--- config.mk ---
export PLATFORM = sky130hd
export DESIGN_NAME = luma_threshold_page_packer_unit_flat
export DESIGN_NICKNAME = d
export VERILOG_FILES = /design/src/sv/ltpp_pkg.sv /design/src/sv/ltpp_if.sv /design/src/sv/ltpp_front.sv /design/src/sv/ltpp_queue.sv /design/src/sv/ltpp_back.sv /design/src/sv/luma_threshold_page_packer_unit.sv /design/src/flat_wrapper.sv
export SDC_FILE = /design/constraint.sdc
export NUM_CORES = 2
export LEC_CHECK = 0
export ABC_AREA = 1
export BUFFER_PORTS_ARGS = -buffer_cell sky130_fd_sc_hd__buf_2
export CELL_PAD_IN_SITES_DETAIL_PLACEMENT = 1
export CELL_PAD_IN_SITES_GLOBAL_PLACEMENT = 1
export CORE_MARGIN = 2
export CORE_UTILIZATION = 30
export DETAILED_ROUTE_END_ITERATION = 12
export MAX_ROUTING_LAYER = met4
export PLACE_DENSITY_LB_ADDON = 0.1
export REMOVE_ABC_BUFFERS = 1
export SYNTH_ARGS = -nofsm -noshare
export SYNTH_HDL_FRONTEND = slang
export SYNTH_SLANG_ARGS = --single-unit
--- constraint.sdc ---
create_clock -name clk_i -period 12.1 [get_ports clk_i]
set_clock_uncertainty 0.1 [all_clocks]
set_input_delay 1.21 -clock clk_i [delete_from_list [all_inputs] [get_ports clk_i]]
set_output_delay 1.21 -clock clk_i [all_outputs]
set_load 0.1 [all_outputs]
--- src/sv/ltpp_pkg.sv ---
// Shared types and constants for the luma threshold page packer.
`timescale 1ns / 1ps

package ltpp_pkg;

  // Default frame geometry in pixels
  localparam int unsigned FRAME_WIDTH_DEF  = 128;
  localparam int unsigned FRAME_HEIGHT_DEF = 64;

  // Depth of the queue between front and back
  localparam int unsigned QUEUE_DEPTH_DEF = 4;

  // BT.601 luma weights, scaled by 256
  localparam logic [7:0] LUMA_COEF_R = 8'd77;
  localparam logic [7:0] LUMA_COEF_G = 8'd150;
  localparam logic [7:0] LUMA_COEF_B = 8'd29;

  // Threshold after reset
  localparam logic [7:0] THRESHOLD_RESET = 8'd128;

  // Field widths of the result item
  localparam int unsigned PAGE_W   = 3;
  localparam int unsigned COLUMN_W = 7;
  localparam int unsigned BYTE_W   = 8;

  // Row position within a page
  localparam int unsigned BITPOS_W = 3;

  // Classification of one pixel, handed from front to back
  typedef struct packed {
    logic [BITPOS_W-1:0] bitpos;      // row within the page
    logic                lit;         // luma above threshold
    logic                emit;        // this pixel completes a page byte
    logic                frame_done;  // last byte of the frame
    logic [PAGE_W-1:0]   page;        // page of the byte
  } item_ctl_t;

  localparam int unsigned ITEM_CTL_W = $bits(item_ctl_t);

endpackage

--- src/sv/ltpp_if.sv ---
// Handshake channels of the luma threshold page packer.
`timescale 1ns / 1ps

// Pixel input channel
interface ltpp_pixel_if;
  logic        valid;
  logic        ready;
  logic [23:0] pixel_color;

  modport source (output valid, output pixel_color, input ready);
  modport sink (input valid, input pixel_color, output ready);
endinterface

// Page byte result channel
interface ltpp_result_if;
  logic                            valid;
  logic                            ready;
  logic [ltpp_pkg::PAGE_W-1:0]     page_index;
  logic [ltpp_pkg::COLUMN_W-1:0]   column_index;
  logic [ltpp_pkg::BYTE_W-1:0]     page_byte;
  logic                            frame_done;

  modport source (output valid, output page_index, output column_index,
                  output page_byte, output frame_done, input ready);
  modport sink (input valid, input page_index, input column_index,
                input page_byte, input frame_done, output ready);
endinterface

// Threshold register write channel
interface ltpp_cfg_if;
  logic       valid;
  logic       ready;
  logic [7:0] luma_threshold;

  modport source (output valid, output luma_threshold, input ready);
  modport sink (input valid, input luma_threshold, output ready);
endinterface

--- src/sv/ltpp_front.sv ---
// Front end: takes pixels, forms luma, thresholds and tracks raster position.
`timescale 1ns / 1ps

module ltpp_front #(
  parameter int unsigned FRAME_WIDTH  = ltpp_pkg::FRAME_WIDTH_DEF,
  parameter int unsigned FRAME_HEIGHT = ltpp_pkg::FRAME_HEIGHT_DEF,
  localparam int unsigned ColW = (FRAME_WIDTH > 1) ? $clog2(FRAME_WIDTH) : 1,
  localparam int unsigned RowW = (FRAME_HEIGHT > 1) ? $clog2(FRAME_HEIGHT) : 1
) (
  input  logic                clk_i,
  input  logic                rst_ni,
  ltpp_pixel_if.sink          pix_i,
  ltpp_cfg_if.sink            cfg_i,
  output logic                q_valid_o,
  input  logic                q_ready_i,
  output logic [ColW-1:0]     q_col_o,
  output ltpp_pkg::item_ctl_t q_ctl_o
);

  localparam logic [ColW-1:0] LastCol = ColW'(FRAME_WIDTH - 1);
  localparam logic [RowW-1:0] LastRow = RowW'(FRAME_HEIGHT - 1);

  logic [7:0]      thresh_q;
  logic [ColW-1:0] col_q, col_d;
  logic [RowW-1:0] row_q, row_d;
  logic            fire;
  logic            last_col, last_row;
  logic [15:0]     prod_r, prod_g, prod_b, luma_sum;
  logic [7:0]      luma;

  // Threshold register, always writable
  assign cfg_i.ready = 1'b1;

  always_ff @(posedge clk_i or negedge rst_ni) begin
    if (!rst_ni) begin
      thresh_q <= ltpp_pkg::THRESHOLD_RESET;
    end else if (cfg_i.valid) begin
      thresh_q <= cfg_i.luma_threshold;
    end
  end

  // Luma: weighted sum scaled by 256, top byte kept
  assign prod_r   = {8'd0, pix_i.pixel_color[23:16]} * {8'd0, ltpp_pkg::LUMA_COEF_R};
  assign prod_g   = {8'd0, pix_i.pixel_color[15:8]} * {8'd0, ltpp_pkg::LUMA_COEF_G};
  assign prod_b   = {8'd0, pix_i.pixel_color[7:0]} * {8'd0, ltpp_pkg::LUMA_COEF_B};
  assign luma_sum = prod_r + prod_g + prod_b;
  assign luma     = luma_sum[15:8];

  // Handshake: an item enters whenever the queue has room
  assign pix_i.ready = q_ready_i;
  assign q_valid_o   = pix_i.valid;
  assign fire        = pix_i.valid && q_ready_i;

  assign last_col = (col_q == LastCol);
  assign last_row = (row_q == LastRow);

  // Classification of the current pixel
  always_comb begin
    q_col_o            = col_q;
    q_ctl_o.bitpos     = row_q[ltpp_pkg::BITPOS_W-1:0];
    q_ctl_o.lit        = (luma > thresh_q);
    q_ctl_o.emit       = (row_q[ltpp_pkg::BITPOS_W-1:0] == 3'd7) || last_row;
    q_ctl_o.frame_done = last_row && last_col;
    q_ctl_o.page       = ltpp_pkg::PAGE_W'(row_q >> ltpp_pkg::BITPOS_W);
  end

  // Raster position counters
  always_comb begin
    col_d = col_q;
    row_d = row_q;
    if (fire) begin
      if (last_col) begin
        col_d = '0;
        row_d = last_row ? '0 : row_q + 1'b1;
      end else begin
        col_d = col_q + 1'b1;
      end
    end
  end

  always_ff @(posedge clk_i or negedge rst_ni) begin
    if (!rst_ni) begin
      col_q <= '0;
      row_q <= '0;
    end else begin
      col_q <= col_d;
      row_q <= row_d;
    end
  end

endmodule

--- src/sv/ltpp_queue.sv ---
// Short FIFO between the front and back ends.
`timescale 1ns / 1ps

module ltpp_queue #(
  parameter int unsigned DATA_W = 8,
  parameter int unsigned DEPTH  = ltpp_pkg::QUEUE_DEPTH_DEF,
  localparam int unsigned PtrW = (DEPTH > 1) ? $clog2(DEPTH) : 1,
  localparam int unsigned CntW = $clog2(DEPTH + 1)
) (
  input  logic              clk_i,
  input  logic              rst_ni,
  input  logic              push_valid_i,
  output logic              push_ready_o,
  input  logic [DATA_W-1:0] push_data_i,
  output logic              pop_valid_o,
  input  logic              pop_ready_i,
  output logic [DATA_W-1:0] pop_data_o
);

  logic [DATA_W-1:0] slot_q [DEPTH];
  logic [PtrW-1:0]   wr_ptr_q, rd_ptr_q;
  logic [CntW-1:0]   count_q;
  logic              push, pop;

  assign push_ready_o = (count_q != CntW'(DEPTH));
  assign pop_valid_o  = (count_q != '0);
  assign pop_data_o   = slot_q[rd_ptr_q];
  assign push         = push_valid_i && push_ready_o;
  assign pop          = pop_valid_o && pop_ready_i;

  // Storage
  always_ff @(posedge clk_i) begin
    if (push) begin
      slot_q[wr_ptr_q] <= push_data_i;
    end
  end

  // Pointers and fill count
  always_ff @(posedge clk_i or negedge rst_ni) begin
    if (!rst_ni) begin
      wr_ptr_q <= '0;
      rd_ptr_q <= '0;
      count_q  <= '0;
    end else begin
      if (push) begin
        wr_ptr_q <= (wr_ptr_q == PtrW'(DEPTH - 1)) ? '0 : wr_ptr_q + 1'b1;
      end
      if (pop) begin
        rd_ptr_q <= (rd_ptr_q == PtrW'(DEPTH - 1)) ? '0 : rd_ptr_q + 1'b1;
      end
      if (push && !pop) begin
        count_q <= count_q + 1'b1;
      end else if (pop && !push) begin
        count_q <= count_q - 1'b1;
      end
    end
  end

endmodule

--- src/sv/ltpp_back.sv ---
// Back end: column accumulator memory and result register.
`timescale 1ns / 1ps

module ltpp_back #(
  parameter int unsigned FRAME_WIDTH = ltpp_pkg::FRAME_WIDTH_DEF,
  localparam int unsigned ColW = (FRAME_WIDTH > 1) ? $clog2(FRAME_WIDTH) : 1
) (
  input  logic                clk_i,
  input  logic                rst_ni,
  input  logic                q_valid_i,
  output logic                q_ready_o,
  input  logic [ColW-1:0]     q_col_i,
  input  ltpp_pkg::item_ctl_t q_ctl_i,
  ltpp_result_if.source       res_o
);

  logic [ltpp_pkg::BYTE_W-1:0] col_mem [FRAME_WIDTH];

  // Read stage: item plus the accumulator entry read for it
  logic                        s1_valid_q;
  logic [ColW-1:0]             s1_col_q;
  ltpp_pkg::item_ctl_t         s1_ctl_q;
  logic [ltpp_pkg::BYTE_W-1:0] rdata_q;

  // Result register
  logic                          out_valid_q;
  logic [ltpp_pkg::PAGE_W-1:0]   out_page_q;
  logic [ltpp_pkg::COLUMN_W-1:0] out_col_q;
  logic [ltpp_pkg::BYTE_W-1:0]   out_byte_q;
  logic                          out_done_q;

  logic                        out_free, s1_adv, s1_load;
  logic [ltpp_pkg::BYTE_W-1:0] cur_byte;

  // Stage control: the read stage moves on unless its byte has nowhere to go
  assign out_free  = !out_valid_q || res_o.ready;
  assign s1_adv    = s1_valid_q && (!s1_ctl_q.emit || out_free);
  assign s1_load   = q_valid_i && q_ready_o;
  assign q_ready_o = !s1_valid_q || s1_adv;

  // Merge the new bit; the first row of a page starts the byte afresh
  always_comb begin
    if (s1_ctl_q.bitpos == '0) begin
      cur_byte = {{(ltpp_pkg::BYTE_W-1){1'b0}}, s1_ctl_q.lit};
    end else begin
      cur_byte = rdata_q | (ltpp_pkg::BYTE_W'(s1_ctl_q.lit) << s1_ctl_q.bitpos);
    end
  end

  // Accumulator memory; consecutive items hit different columns whenever FRAME_WIDTH is above one
  always_ff @(posedge clk_i) begin
    if (s1_adv) begin
      col_mem[s1_col_q] <= cur_byte;
    end
    if (s1_load) begin
      rdata_q <= col_mem[q_col_i];
    end
  end

  // Read stage payload
  always_ff @(posedge clk_i) begin
    if (s1_load) begin
      s1_col_q <= q_col_i;
      s1_ctl_q <= q_ctl_i;
    end
  end

  always_ff @(posedge clk_i or negedge rst_ni) begin
    if (!rst_ni) begin
      s1_valid_q <= 1'b0;
    end else if (q_ready_o) begin
      s1_valid_q <= q_valid_i;
    end
  end

  // Result register payload
  always_ff @(posedge clk_i) begin
    if (s1_adv && s1_ctl_q.emit) begin
      out_page_q <= s1_ctl_q.page;
      out_col_q  <= ltpp_pkg::COLUMN_W'(s1_col_q);
      out_byte_q <= cur_byte;
      out_done_q <= s1_ctl_q.frame_done;
    end
  end

  always_ff @(posedge clk_i or negedge rst_ni) begin
    if (!rst_ni) begin
      out_valid_q <= 1'b0;
    end else if (out_free) begin
      out_valid_q <= s1_adv && s1_ctl_q.emit;
    end
  end

  assign res_o.valid        = out_valid_q;
  assign res_o.page_index   = out_page_q;
  assign res_o.column_index = out_col_q;
  assign res_o.page_byte    = out_byte_q;
  assign res_o.frame_done   = out_done_q;

endmodule

--- src/sv/luma_threshold_page_packer_unit.sv ---
// Top level of the luma threshold page packer.
//
//   channel  dir  handshake      payload
//   pix_i    in   valid / ready  pixel_color[23:0]
//   cfg_i    in   valid / ready  luma_threshold[7:0], ready always high
//   res_o    out  valid / ready  page_index, column_index, page_byte, frame_done
//
// One pixel per clock is sustained while res_o is ready; a completing pixel's byte
// passes through the queue, the accumulator read stage and the result register
// before it is valid on res_o, where it is held until it is taken.
// rst_ni clears counters, queue and stage valids; threshold returns to 128.
// The accumulator memory needs no clearing: each page's first row overwrites it.
// A stalled result holds the back end; the queue then fills and drops pix_i.ready.
`timescale 1ns / 1ps

module luma_threshold_page_packer_unit #(
  parameter int unsigned FRAME_WIDTH  = ltpp_pkg::FRAME_WIDTH_DEF,
  parameter int unsigned FRAME_HEIGHT = ltpp_pkg::FRAME_HEIGHT_DEF,
  parameter int unsigned QUEUE_DEPTH  = ltpp_pkg::QUEUE_DEPTH_DEF
) (
  input  logic          clk_i,
  input  logic          rst_ni,
  ltpp_pixel_if.sink    pix_i,
  ltpp_cfg_if.sink      cfg_i,
  ltpp_result_if.source res_o
);

  localparam int unsigned ColW  = (FRAME_WIDTH > 1) ? $clog2(FRAME_WIDTH) : 1;
  localparam int unsigned ItemW = ColW + ltpp_pkg::ITEM_CTL_W;

  logic                front_valid, front_ready;
  logic [ColW-1:0]     front_col;
  ltpp_pkg::item_ctl_t front_ctl;
  logic                back_valid, back_ready;
  logic [ColW-1:0]     back_col;
  ltpp_pkg::item_ctl_t back_ctl;
  logic [ItemW-1:0]    push_data, pop_data;

  // Front end
  ltpp_front #(
    .FRAME_WIDTH  (FRAME_WIDTH),
    .FRAME_HEIGHT (FRAME_HEIGHT)
  ) u_front (
    .clk_i     (clk_i),
    .rst_ni    (rst_ni),
    .pix_i     (pix_i),
    .cfg_i     (cfg_i),
    .q_valid_o (front_valid),
    .q_ready_i (front_ready),
    .q_col_o   (front_col),
    .q_ctl_o   (front_ctl)
  );

  // Queue between the two ends
  assign push_data = {front_col, front_ctl};
  assign back_col  = pop_data[ItemW-1:ltpp_pkg::ITEM_CTL_W];
  assign back_ctl  = ltpp_pkg::item_ctl_t'(pop_data[ltpp_pkg::ITEM_CTL_W-1:0]);

  ltpp_queue #(
    .DATA_W (ItemW),
    .DEPTH  (QUEUE_DEPTH)
  ) u_queue (
    .clk_i        (clk_i),
    .rst_ni       (rst_ni),
    .push_valid_i (front_valid),
    .push_ready_o (front_ready),
    .push_data_i  (push_data),
    .pop_valid_o  (back_valid),
    .pop_ready_i  (back_ready),
    .pop_data_o   (pop_data)
  );

  // Back end
  ltpp_back #(
    .FRAME_WIDTH (FRAME_WIDTH)
  ) u_back (
    .clk_i     (clk_i),
    .rst_ni    (rst_ni),
    .q_valid_i (back_valid),
    .q_ready_o (back_ready),
    .q_col_i   (back_col),
    .q_ctl_i   (back_ctl),
    .res_o     (res_o)
  );

endmodule
--- src/flat_wrapper.sv ---
// flat-port wrapper written by rule: the top's interface ports become plain ports
module luma_threshold_page_packer_unit_flat 
#(
  parameter int unsigned FRAME_WIDTH  = ltpp_pkg::FRAME_WIDTH_DEF,
  parameter int unsigned FRAME_HEIGHT = ltpp_pkg::FRAME_HEIGHT_DEF,
  parameter int unsigned QUEUE_DEPTH  = ltpp_pkg::QUEUE_DEPTH_DEF
)
  (clk_i, rst_ni, pix_i_valid, pix_i_pixel_color, pix_i_ready, cfg_i_valid, cfg_i_luma_threshold, cfg_i_ready, res_o_valid, res_o_page_index, res_o_column_index, res_o_page_byte, res_o_frame_done, res_o_ready);
  ltpp_pixel_if pix_i_i ();
  ltpp_cfg_if cfg_i_i ();
  ltpp_result_if res_o_i ();
  input  logic clk_i;
  input  logic rst_ni;
  input wire logic [$bits(pix_i_i.valid)-1:0] pix_i_valid;
  input wire logic [$bits(pix_i_i.pixel_color)-1:0] pix_i_pixel_color;
  output wire logic [$bits(pix_i_i.ready)-1:0] pix_i_ready;
  input wire logic [$bits(cfg_i_i.valid)-1:0] cfg_i_valid;
  input wire logic [$bits(cfg_i_i.luma_threshold)-1:0] cfg_i_luma_threshold;
  output wire logic [$bits(cfg_i_i.ready)-1:0] cfg_i_ready;
  output wire logic [$bits(res_o_i.valid)-1:0] res_o_valid;
  output wire logic [$bits(res_o_i.page_index)-1:0] res_o_page_index;
  output wire logic [$bits(res_o_i.column_index)-1:0] res_o_column_index;
  output wire logic [$bits(res_o_i.page_byte)-1:0] res_o_page_byte;
  output wire logic [$bits(res_o_i.frame_done)-1:0] res_o_frame_done;
  input wire logic [$bits(res_o_i.ready)-1:0] res_o_ready;
  assign pix_i_i.valid = pix_i_valid;
  assign pix_i_i.pixel_color = pix_i_pixel_color;
  assign pix_i_ready = pix_i_i.ready;
  assign cfg_i_i.valid = cfg_i_valid;
  assign cfg_i_i.luma_threshold = cfg_i_luma_threshold;
  assign cfg_i_ready = cfg_i_i.ready;
  assign res_o_valid = res_o_i.valid;
  assign res_o_page_index = res_o_i.page_index;
  assign res_o_column_index = res_o_i.column_index;
  assign res_o_page_byte = res_o_i.page_byte;
  assign res_o_frame_done = res_o_i.frame_done;
  assign res_o_i.ready = res_o_ready;
  luma_threshold_page_packer_unit #(.FRAME_WIDTH(FRAME_WIDTH), .FRAME_HEIGHT(FRAME_HEIGHT), .QUEUE_DEPTH(QUEUE_DEPTH)) u_core (.clk_i(clk_i), .rst_ni(rst_ni), .pix_i(pix_i_i), .cfg_i(cfg_i_i), .res_o(res_o_i));
endmodule
### Word level (Yosys, flattened, before mapping)

Memories as Yosys holds them, arrays and structs flattened. A register that Yosys moved wholly into a read port is not among the register bits.
Cells that the tools add are included.

| storage, ports and cells | value |
|---|---|
| word-level logic and storage cells | 71 |
| bits in writable memories | 1088 |
| memory bits (read-only) | 0 |
| bits in latches | 0 |
| memories kept | 2 |
| bits in registers | 65 |
| output and inout bits | 22 |

| cells by class | value |
|---|---|
| div/mod/pow operators | 0 |
| multipliers | 3 |
| $add $sub $neg | 8 |
| eq/ne operators | 6 |
| $lt $le $gt $ge | 1 |
| reduce and logical (&&, ||, !) cells | 20 |
| mux-type cells | 11 |
| bitwise logic cells | 1 |
| shifts and indexed selects | 1 |

Memory list:

| memory | words | bits a word | read ports | clocked after memory_dff | wr ports | line | text |
|---|---|---|---|---|---|---|---|
| u_core.u_back.col_mem | 128 | 8 | 1 | 1 | 1 | ltpp_back.sv:17 | `logic [ltpp_pkg::BYTE_W-1:0] col_mem [FRAME_WIDTH];` |
| u_core.u_queue.slot_q | 4 | 16 | 1 | 0 | 1 | ltpp_queue.sv:20 | `logic [DATA_W-1:0] slot_q [DEPTH];` |

Operators by type and width:

| operator | count |
|---|---|
| multiplier 8 x 7 -> 15 bit (second input constant) | 2 |
| adder 15 x 16 -> 16 bit | 1 |
| adder 16 x 13 -> 16 bit | 1 |
| multiplier 8 x 5 -> 13 bit (second input constant) | 1 |
| > comparator 8 bit | 1 |
| 2-to-1 mux 8 bit | 1 |
| bitwise OR 8 bit | 1 |
| left shift 1 x 3 -> 8 bit | 1 |
| adder 7 x 1 -> 7 bit (second input constant) | 1 |
| == test 7 bit (second input constant) | 1 |
| logical AND 1 bit | 7 |
| 2-to-1 mux 7 bit | 1 |
| adder 6 x 1 -> 6 bit (second input constant) | 1 |
| == test 6 bit (second input constant) | 1 |
| 2-to-1 mux 3 bit | 2 |
| 2-to-1 mux 6 bit | 1 |
| zero test 1 bit | 5 |
| adder 2 x 1 -> 2 bit (second input constant) | 2 |
| == test 2 bit (second input constant) | 2 |
| logical OR 1 bit | 4 |
| 2-to-1 mux 1 bit | 4 |
| 2-to-1 mux 2 bit | 2 |
| adder 3 x 1 -> 3 bit (second input constant) | 1 |
| == test 3 bit (second input constant) | 1 |
| other kinds (6) | 6 |

### Depth between registers and ports, before layout

| depth | value |
|---|---|
| depth after elaboration | 9 |
| depth in mapped cells | 30 |
| mapped depth without buffers | 30 |

### Modules after synthesis

A second synthesis with hierarchy kept.

| second synthesis, totals | value |
|---|---|
| cells, all modules | 4451 |
| area, all modules | 51474.4 sq um |

By module, submodules not included:

| module | area an instance (sq um) | instances | cells an instance |
|---|---|---|---|
| ltpp_back | 43608.1 | 1 | 3633 |
| ltpp_front | 4625.7 | 1 | 573 |
| ltpp_queue | 3240.6 | 1 | 245 |

### Worst setup path after synthesis

Ideal clock, no wire load.

| timing | value |
|---|---|
| kind | input port to flip-flop |
| start point | in pix_i_pixel_color[11] |
| end point | mem u_core.u_queue.slot_q[0][5] (netlist name), data pin |
| setup slack | 4.723 ns |
| stages on the path | 29 |
| arrival time | 6.998 ns |
| library setup time | 0.279 ns |
| cell sequence | ha_1 > ha_1 > ha_1 > inv_1 > fa_1 > inv_1 > ha_1 > inv_1 > o21bai_1 > xor2_1 > fa_1 > fa_1 > inv_1 > fa_1 > fa_1 > inv_1 > ha_1 > a21o_1 > nand3_1 > nand4_1 > nand2_1 > nand3_1 > xor2_1 > ha_1 > nand2_1 > inv_1 > nand3_1 > nor3_1 > a31oi_1 |

RTL lines:

| item | line | text |
|---|---|---|
| start, declared | flat_wrapper.sv:15 | `input wire logic [$bits(pix_i_i.pixel_color)-1:0] pix_i_pixel_color;` |
| end, declared | ltpp_queue.sv:20 |  |

==> impl_results.md <==
- Result of the run: complete, no violations
- Wire per inst: 23.49 um
- Finished Cell Area: 60570 sq um
- Top_reg_cell synth: sky130_fd_sc_hd__edfxtp_1
- Sequential element share of the synthesized area: 64.65%
- Number of gates given a new drive strength after cts: 0
- Die area: 182400 sq um
- Final-report max-slew violation count: 0
- Post-Syn Area: 53700 sq um
- Minimum clock period after layout: 7.525 ns
- Global-route wire length before repair: 252.9 mm
- Chip Width: 427.1 um
- Total number of vias: 35.45k
- Warnings from Yosys: 0
- Clock latency at the later pin of the worst-skew pair: 0.75 ns
- Period Utilization, post-route: 62.19%
- Endpoint type of the worst setup path: flop
- CP most frequent cell: sky130_fd_sc_hd__fa_1
- Total core area: 178200 sq um
- Top-level I/O count: 59
- GRT Overall Usage: 19.37%
- Number of standard cells in the final layout excluding fillers: 7275
- Minimum setup slack in the final design: 4.575 ns
- Initial antenna violation count: 1
- Routed via count divided by cell count: 4.873
- Post-Syn Area per Cell: 11.13 sq um
- Number of nets in the final layout: 5007
- # port buffers: 57
- Initial DRT Pass Iterations: 5
- Number of antenna repair diodes: 0
- Number of instances in the synthesized netlist: 4823
- Share of layout cells above drive strength 1: 6.748%
- Worst endpoint data arrival time: 7.90 ns
- Vias in the first global route: 36.46k
- MaxCap Viol Count: 0
- Number of buffers added to fix hold violations after cts: 0
- Commonest non-fill, non-tap cell in the layout: sky130_fd_sc_hd__edfxtp_1
- Wirelength, routed: 170.9 mm
- Cell at the slowest stage of the critical path: sky130_fd_sc_hd__fa_1
- CTS H-Tree Depth: 4
- Standard-cell rows: 155
- Yosys cell types: 40
- Total setup buffers inserted after CTS: 0
- Total area of multi-input combinational cells: 15260 sq um
- Slowest cell delay on critical path: 0.52 ns
- Leading cell types in the layout, fill and taps excluded: sky130_fd_sc_hd__edfxtp_1 (1131), sky130_fd_sc_hd__nand3_1 (911), sky130_fd_sc_hd__nand2_1 (890)
- Final setup violating endpoints: 0
- Maximum number of pins on one net before global-route repair: 156
- Crit Path Max Fanout: 5
- EDFF count, synth: 1131
- Sum of overflow across all layers after global routing: 0
- Final HPWL DP: 98.50 mm
- Global placer's final weighted congestion: 0.7361
- Residual DRC: 0
- Storage cell area: 34710 sq um
- Max Freq: 132.9 MHz
- Required time at the endpoint of the critical path: 12.47 ns
- Worst Max-Slew Pin Slew: 1.137 ns
- Setup CP Type: in2reg
- Die outline height: 427.1 um
- Area delta synth->final: 12.79%
- RSZ-0062 raised after global routing: no
- Number of instances in the placed design: 7024
- Number of buffers inserted during clock tree synthesis: 142
- Max transition margin: 23.93%
- Clk root buf: sky130_fd_sc_hd__clkbuf_16
- Number of sinks on the clock net: 1161
- Starting Density: 30.13%
- Filler cell count in the final layout: 19.34k
- Register clock-pin slew on the reported worst setup and hold paths: 0.05 ns
- Worst slack, placed: 3.816 ns
- Antenna-violating nets left: 0
- Clock tree from TritonCTS: yes
- Class of the worst hold path: reg2reg
- Iteration-0 DRC Markers: 2090
- Category of the worst setup path launch point: input pin
- CTS max path bufs: 3
- Number of hold violations in the final report: 0
- Placed standard-cell area: 56240 sq um
- Async set-or-reset flop fraction in the synthesized netlist: 2.584%
- Number of storage elements in the synthesis netlist: 1161
path summary, 6_finish.rpt:
path | depth (start not counted) | end | from | slack (ns)
max reg2reg | 17 | u_core.u_back.rdata_q[4]$_DFFE_PP_ | u_core.u_queue.rd_ptr_q[0]$_DFFE_PN0P_ | 6.23
min | 0 | u_core.u_back.res_o.page_index[2]$_DFFE_PP_ | u_core.u_back.s1_ctl_q[2]$_DFFE_PP_ | 0.31
max | 26 | u_core.u_queue.slot_q[0][5]$_DFFE_PP_ | pix_i_pixel_color[12] | 4.58
min reg2reg | 0 | u_core.u_back.res_o.page_index[2]$_DFFE_PP_ | u_core.u_back.s1_ctl_q[2]$_DFFE_PP_ | 0.31
max in group asynchronous | 1 | u_core.u_front.q_col_o[2]$_DFFE_PN0P_ | rst_ni | 10.93
min in group asynchronous | 1 | u_core.u_front.thresh_q[2]$_DFFE_PN0P_ | rst_ni | 0.45
worst max-delay path, delay by kind of cell:
family	cells	cell delay [ns]
xor+xnor	2	0.46
buf+inv	5	0.32
simple gates	4	0.53
fa+ha+maj	11	4.54
compound gates	4	0.82
state kept, by name, summed over array words and instances, names as in the netlist:
signal                            count
u_core.u_queue.wr_ptr_q               2
u_core.u_queue.slot_q                64
u_core.u_front.row_q                  6
u_core.u_front.q_col_o                7
u_core.u_back.rdata_q                 8
u_core.u_back.res_o.column_index      7
u_core.u_back.res_o.page_byte         8
u_core.u_back.res_o.frame_done        1
u_core.u_back.col_mem              1024
u_core.u_queue.rd_ptr_q               2
u_core.u_queue.count_q                3
u_core.u_back.res_o.valid             1
u_core.u_front.thresh_q               8
u_core.u_back.res_o.page_index        3
u_core.u_back.s1_valid_q              1
u_core.u_back.s1_ctl_q                9
u_core.u_back.s1_col_q                7
kinds of logic (layout without fill, tap and decap cells):
logic type	after synthesis	count (layout)	share of synthesized area (%)
other	1	1	0.006984
adders and majority gates	157	157	4.441
xor gates and xnor gates	24	24	0.3915
DFF	1161	1161	64.65
muxes	2	2	0.04194
and+or+nand+nor	2381	2381	21.44
buffers and inverters	923	1020	7.233
AOI/OAI and AO/OA	174	174	1.801
area by class of cell:
class                   count  area share (%)
clock buffers             197           6.487
flip-flops and latches   1161           57.32
inverters                 643           3.995
well taps                2355           4.865
multi-input cells        2739           25.20
clock inverters            54          0.6652
repair buffers            126           1.471
Yosys cell counts (6+ instances only):
cell type / instances / area share, %
sky130_fd_sc_hd__xor2_1: 18 / 0.29
sky130_fd_sc_hd__nor2_1: 188 / 1.3
sky130_fd_sc_hd__clkbuf_1: 55 / 0.38
sky130_fd_sc_hd__ha_1: 101 / 2.4
sky130_fd_sc_hd__nand2_1: 892 / 6.2
sky130_fd_sc_hd__fa_1: 56 / 2.1
sky130_fd_sc_hd__o21ai_1: 31 / 0.29
sky130_fd_sc_hd__nand3b_1: 361 / 5.0
sky130_fd_sc_hd__xnor2_1: 6 / 0.098
sky130_fd_sc_hd__nand4_1: 14 / 0.16
sky130_fd_sc_hd__edfxtp_1: 1131 / 63
sky130_fd_sc_hd__o21ai_0: 73 / 0.68
sky130_fd_sc_hd__o22ai_1: 9 / 0.10
sky130_fd_sc_hd__buf_4: 47 / 0.66
sky130_fd_sc_hd__nor3_1: 7 / 0.065
sky130_fd_sc_hd__dfrtp_1: 29 / 1.4
sky130_fd_sc_hd__a21oi_1: 36 / 0.34
sky130_fd_sc_hd__nand3_1: 911 / 8.5
sky130_fd_sc_hd__buf_2: 170 / 1.6
sky130_fd_sc_hd__o211ai_1: 8 / 0.11
sky130_fd_sc_hd__inv_1: 636 / 4.4
routing by layer:
layer,global-route usage (%),wire length [um]
met1,25.96,79670
met2,30.81,80940
met3,2.598,5900
met4,5.288,4380
met5,-,0
through the flow:
| stage | utilization [%] | TNS (ns) | hold slack, ns |
|---|---|---|---|
| finish | 33.98 | 0 | 0.3123 |
| floorplan | - | -0.8402 | 0.3003 |
| global placement | 31.55 | 0 | 0.3188 |
| detailed placement | 31.55 | 0 | 0.3077 |
| global route | 33.98 | 0 | 0.3142 |
| CTS | 33.98 | 0 | 0.3125 |
Power is left out: the tool's default activity adds up to more than one toggle a clock period on the data nets, which glitch-free logic cannot reach.
